`config.mk`:
```
export PLATFORM = sky130hd
export DESIGN_NAME = lfcl_divider
export DESIGN_NICKNAME = d
export VERILOG_FILES = /design/src/rtl/lfcl_pkg.sv /design/src/rtl/lfcl_divider.sv
export SDC_FILE = /design/constraint.sdc
export NUM_CORES = 2
export LEC_CHECK = 0
export BUFFER_PORTS_ARGS = -buffer_cell sky130_fd_sc_hd__buf_2
export CAP_MARGIN = 15
export CORE_MARGIN = 8
export CORE_UTILIZATION = 45
export DETAILED_ROUTE_END_ITERATION = 16
export PLACE_DENSITY_LB_ADDON = 0.12
export REMOVE_ABC_BUFFERS = 1
export SLEW_MARGIN = 20
export SYNTH_ARGS = -nofsm -noshare
export SYNTH_HDL_FRONTEND = slang
export SYNTH_MEMORY_MAX_BITS = 65536
export SYNTH_SLANG_ARGS = --single-unit
```
`constraint.sdc`:
```
create_clock -name clk_i -period 10 [get_ports clk_i]
set_input_delay 0.5 -clock clk_i [delete_from_list [all_inputs] [get_ports clk_i]]
set_output_delay 0.5 -clock clk_i [all_outputs]
set_load 0.02 [all_outputs]
```
`src/rtl/lfcl_pkg.sv`:
```
// Package: constants, types and helpers for the leader-follower control law.
`timescale 1ns / 1ps
package lfcl_pkg;

  localparam int unsigned AngleBits   = 16;
  localparam int unsigned CordicSteps = 20;
  localparam int unsigned PosW        = 24;
  localparam int unsigned SpdW        = 16;
  localparam int unsigned CfgW        = 16;
  localparam int unsigned OutW        = 24;
  localparam int unsigned CfgIdxW     = 1;
  localparam int unsigned DivSteps    = 32;

  localparam logic signed [33:0] CordicK = 34'sd652032874;
  localparam logic signed [63:0] OutMax  = 64'sd8388607;
  localparam logic signed [63:0] OutMin  = -64'sd8388608;

  typedef enum logic [CfgIdxW-1:0] {
    REG_OFFSET_DIST = 1'b0,
    REG_POS_GAIN    = 1'b1
  } cfg_reg_e;

  typedef struct packed {
    logic signed [PosW-1:0] lead_x;
    logic signed [PosW-1:0] lead_y;
    logic [AngleBits-1:0]   lead_heading;
    logic signed [SpdW-1:0] lead_speed;
    logic signed [PosW-1:0] follow_x;
    logic signed [PosW-1:0] follow_y;
    logic [AngleBits-1:0]   follow_heading;
  } pose_t;

  typedef struct packed {
    logic signed [OutW-1:0] drive_speed;
    logic signed [OutW-1:0] turn_rate;
    logic                   saturated;
  } cmd_t;

  typedef struct packed {
    logic signed [17:0] c;
    logic signed [17:0] s;
  } trig_t;

  typedef struct packed {
    logic signed [33:0] x;
    logic signed [33:0] y;
    logic signed [33:0] z;
    logic [1:0]         q;
  } cordic_t;

  function automatic logic signed [33:0] atan_turn(input int unsigned i);
    logic signed [33:0] r;
    begin
      case (i)
        0: r = 34'sh20000000;  1: r = 34'sh12E4051E;  2: r = 34'sh09FB385B;
        3: r = 34'sh051111D4;  4: r = 34'sh028B0D43;  5: r = 34'sh0145D7E1;
        6: r = 34'sh00A2F61E;  7: r = 34'sh00517C55;  8: r = 34'sh0028BE53;
        9: r = 34'sh00145F2F;  10: r = 34'sh000A2F98; 11: r = 34'sh000517CC;
        12: r = 34'sh00028BE6; 13: r = 34'sh000145F3; 14: r = 34'sh0000A2FA;
        15: r = 34'sh0000517D; 16: r = 34'sh000028BE; 17: r = 34'sh0000145F;
        18: r = 34'sh00000A30; default: r = 34'sh00000518;
      endcase
      return r;
    end
  endfunction

  function automatic cordic_t cordic_init(input logic [AngleBits-1:0] h);
    logic [31:0] a;
    logic [31:0] ru;
    logic [1:0]  q;
    cordic_t     r;
    begin
      a = {h, {(32-AngleBits){1'b0}}};
      q = 2'((a + 32'h2000_0000) >> 30);
      ru = a - {q, 30'd0};
      r.x = CordicK;
      r.y = '0;
      r.z = 34'(signed'(ru));
      r.q = q;
      return r;
    end
  endfunction

  function automatic cordic_t cordic_iter(input cordic_t v, input int unsigned i);
    cordic_t r;
    begin
      r = v;
      if (!v.z[33]) begin
        r.x = v.x - (v.y >>> i);
        r.y = v.y + (v.x >>> i);
        r.z = v.z - atan_turn(i);
      end else begin
        r.x = v.x + (v.y >>> i);
        r.y = v.y - (v.x >>> i);
        r.z = v.z + atan_turn(i);
      end
      return r;
    end
  endfunction

  function automatic trig_t cordic_final(input cordic_t v);
    logic signed [33:0] cc;
    logic signed [33:0] ss;
    trig_t r;
    begin
      cc = (v.x + 34'sd8192) >>> 14;
      ss = (v.y + 34'sd8192) >>> 14;
      case (v.q)
        2'd0: begin r.c = 18'(cc);  r.s = 18'(ss);  end
        2'd1: begin r.c = 18'(-ss); r.s = 18'(cc);  end
        2'd2: begin r.c = 18'(-cc); r.s = 18'(-ss); end
        default: begin r.c = 18'(ss); r.s = 18'(-cc); end
      endcase
      return r;
    end
  endfunction

endpackage

```
`src/rtl/lfcl_divider.sv`:
```
// Pipelined restoring divider with sign restore and saturation.
`timescale 1ns / 1ps
module lfcl_divider (
  input  logic                 clk_i,
  input  logic                 en_i,
  input  logic [39:0]          mag_i,
  input  logic [23:0]          den_i,
  input  logic                 neg_i,
  input  logic                 sat_i,
  input  logic signed [23:0]   drive_i,
  output lfcl_pkg::cmd_t       cmd_o
);
  import lfcl_pkg::*;

  typedef struct packed {
    logic [32:0]        rem;
    logic [31:0]        quo;
    logic [31:0]        num;
    logic [23:0]        den;
    logic               neg;
    logic               sat;
    logic signed [23:0] drive;
  } div_t;

  div_t st_q [DivSteps+1];
  div_t st_d [DivSteps];

  always_comb begin
    for (int unsigned i = 0; i < DivSteps; i++) begin
      logic [32:0] t;
      st_d[i] = st_q[i];
      t = {st_q[i].rem[31:0], st_q[i].num[31]};
      st_d[i].num = {st_q[i].num[30:0], 1'b0};
      if (t >= {9'd0, st_q[i].den}) begin
        st_d[i].rem = t - {9'd0, st_q[i].den};
        st_d[i].quo = {st_q[i].quo[30:0], 1'b1};
      end else begin
        st_d[i].rem = t;
        st_d[i].quo = {st_q[i].quo[30:0], 1'b0};
      end
    end
  end

  always_ff @(posedge clk_i) begin
    if (en_i) begin
      st_q[0].rem   <= {25'd0, mag_i[39:32]};
      st_q[0].quo   <= '0;
      st_q[0].num   <= mag_i[31:0];
      st_q[0].den   <= den_i;
      st_q[0].neg   <= neg_i;
      st_q[0].sat   <= sat_i;
      st_q[0].drive <= drive_i;
      for (int unsigned i = 0; i < DivSteps; i++) begin
        st_q[i+1] <= st_d[i];
      end
    end
  end

  logic signed [33:0] w;
  logic               wsat;
  always_comb begin
    w = st_q[DivSteps].neg ? -$signed({2'b0, st_q[DivSteps].quo})
                           :  $signed({2'b0, st_q[DivSteps].quo});
    wsat = 1'b0;
    cmd_o.turn_rate = w[23:0];
    if (w > 34'sd8388607) begin
      wsat = 1'b1; cmd_o.turn_rate = 24'sh7FFFFF;
    end else if (w < -34'sd8388608) begin
      wsat = 1'b1; cmd_o.turn_rate = -24'sh800000;
    end
    cmd_o.drive_speed = st_q[DivSteps].drive;
    cmd_o.saturated   = st_q[DivSteps].sat | wsat;
  end

endmodule

```
==> results.tsv <==
metric	value	unit
status	completed	
drc_errors	0	
setup_violations	0	
synthFlopType	edfxtp_1	
globalRouteMet2Util	30.7	%
wl_per_cell	20.3	um
crit_required	9.50	ns
p_leak	68.2	nW
seq_area	111000	um^2
finalHoldViolCount	0	
ys_ff_latch	3682	
netlist_instances	11900	
yosys_warnings	0	
start_util	45.1	%
period_share	55.0	%
min_path_type	in2reg	
grt_pass1_wl	545000	um
critical_path_cell_count	11	
synth_area_leaders	edfxtp_1 68%, ha_1 5.8%, a21oi_1 2.3%	
crit_type	reg2out	
die-area	382000	um^2
power_density	272	nW/um^2
path_cells	or4_1, nor4b_2, nand2_1, or4b_1, nand2_1, a32oi_1, nor4_1, and3_1, nand2b_4, o311ai_0, buf_2	
synth_top_cell_area_share	67.9	%
ys_seq_area_share	67.9	%
clock_sinks	3682	
drt-vias-per-instance	5.35	
coreArea	361000	um^2
rsz0062_at_grt	no	
cp-start-kind	flop	
grt_overflow	0	
synth_area_per_cell	13.7	um^2
grt_busiest_layer	met2	
yosysTopAreaCell	edfxtp_1	
post_cts_resized	0	
multi_input_area	47800	um^2
fin_worst_skew	0.0570	ns
nFillCells	30200	
dpl.cell_count	16700	
wirelength	356000	um
ant_nets	0	
cap_violations	0	
arrival	5.00	ns
hpwl	255000	um
crit_path_end_kind	output pin	
dr.pass1.iters	6	
max_freq	182	MHz
finalCriticalPeriod	5.50	ns
clkTransAtPathRegs	0.06	ns
layoutNonFillerInstCount	17500	
rr_worst_depth	11	
globalRouteMet1Util	23.7	%
grt_pass1_vias	93200	
chipWidth	618	um
worst_slew_pin_slew	1.08	ns
dr.first_iter.drc_count	6745	
clockBufferDepth	4	
cp_num_buf_inv	1	
top_register	st_q	
crit_slowest_cell	or4_1	
vias	93800	
final_layout_size_suffix_gt1_share	7.93	%
cts-root-buf	clkbuf_16	
ios	141	
grt_usage	18.0	%
rows	221	
reg_top3	st_q x3682	
async_flop_share	0	%
cts_tree	built	
antenna_found_initial	9	
synth_edf_count	3682	
path_delay_family	simple AND/OR/NAND/NOR gates	
slew_viol_final	0	
cts-htree-levels	5	
ir_worst_vdd	0.000161	V
clk_latency	0.96	ns
portBuffers	140	
grt_use_met3	2.63	%
cpMostUsedCell	nand2_1	
die_height	618	um
cp_slowest_stage_delay	0.62	ns
synth_cell_types	96	
grt_max_degree	188	
final_nets	13300	
synth_area	163000	um^2
crit_fanout	15	
slew-limit-headroom	27.4	%
largest_reg_flops	3682	
area_growth	12.5	%
hold-path-cell-count	1	
numCtsBuffers	397	
setup_tns	0	ns
routabilityCongestion	0.893	
==> Yosys cell counts, drive strengths merged (129+ instances only) <==
master and instances:
edfxtp 3682, inv 990, nand2 845, a21oi 757, ha 754, o21ai 750
nor2 655, xnor2 424, xor2 401, a21o 283, nor3 218, nand3 189
clkbuf 184, nand2b 129
==> layout make-up <==
type | count | area share [%]
sequential | 3682 | 60.3
multi-input combinational | 7021 | 26.1
tap | 4794 | 3.27
clock buffer | 488 | 5.68
clock inverter | 224 | 1.27
timing repair buffer | 315 | 1.35
inverter | 993 | 2.03
antenna | 1 | 0.00137
==> layer usage <==
metal,up-vias,routed length [um],share of wire [%]
met1,45800,156000,44
li1,45400,-,-
met4,0,12700,3.6
met2,1996,172000,48
met5,-,0,0
met3,617,15400,4.3
==> layout by cell type (no fill, tap or decap), types with 43 or more instances in the layout <==
cell type / Yosys / routed
a211oi_1: 75 / 72
a21o_1: 283 / 283
a21oi_1: 757 / 756
a31oi_1: 74 / 73
and3_1: 57 / 57
buf_2: 4 / 139
buf_4: 24 / 69
clkbuf_1: 183 / 85
clkbuf_16: 0 / 403
clkinv_1: 3 / 81
clkinv_2: 0 / 60
dlygate4sd3_1: 0 / 90
edfxtp_1: 3682 / 3682
ha_1: 754 / 754
inv_1: 985 / 985
mux2_2: 127 / 127
nand2_1: 844 / 844
nand2b_1: 128 / 128
nand3_1: 188 / 188
nand4_1: 108 / 108
nor2_1: 655 / 654
nor2b_1: 119 / 119
nor3_1: 218 / 217
nor4_1: 89 / 88
o21a_1: 125 / 125
o21ai_0: 736 / 735
o21bai_1: 75 / 75
o31ai_1: 85 / 84
or2_2: 43 / 43
or3_1: 74 / 74
xnor2_1: 424 / 424
xor2_1: 401 / 401
==> report_power, final <==
| part | total [mW] | switching, mW | internal, mW |
|---|---|---|---|
| Sequential | 22.0 | 1.66 | 20.3 |
| Clock | 14.3 | 6.03 | 8.27 |
| Combinational | 13.6 | 7.90 | 5.69 |
==> worst paths after layout <==
kind,from,slack [ns],end
setup / recovery,st_q[1][99]$_DFFE_PP_,4.50,cmd_o[20]
hold / removal,en_i,0.09,st_q[0][23]$_DFFE_PP_
setup reg to reg,st_q[0][2679]$_DFFE_PP_,5.23,st_q[0][2918]$_DFFE_PP_
hold reg to reg,st_q[0][3088]$_DFFE_PP_,0.38,st_q[0][3235]$_DFFE_PP_
==> cell families after synthesis <==
family	count (synthesis)	share of synthesized area (%)
flip-flops	3682	67.9
XOR/XNOR	825	4.43
buffers and inverters	1218	2.87
adder cells (fa/ha/maj)	785	6.17
AO/OA/AOI/OAI	2580	9.81
multiplexers	140	0.958
AND/OR/NAND/NOR	2691	7.90
==> per-stage QoR <==
stage | util, % | hold slack [ns] | total power, mW | area, um^2 | setup slack, ns
2_1_floorplan | - | 0.400 | 31.4 | 162000 | 4.25
3_3_place_gp | 46.9 | 0.400 | 35.5 | 170000 | 5.29
3_5_place_dp | 46.9 | 0.405 | 35.7 | 170000 | 5.31
4_1_cts | 50.7 | 0.0689 | 50.3 | 183000 | 4.36
5_1_grt | 50.7 | 0.104 | 52.6 | 183000 | 4.20
6_report | 50.7 | 0.0872 | 49.8 | 183000 | 4.50
==> what timing repair did <==
| action | 4_1_cts | 5_1_grt |
|---|---|---|
| endpoints found under the hold margin | 90 | 0 |
| hold buffers | 90 | 0 |
| setup buffers | 0 | 0 |
Power figures use the tool's default switching activity.
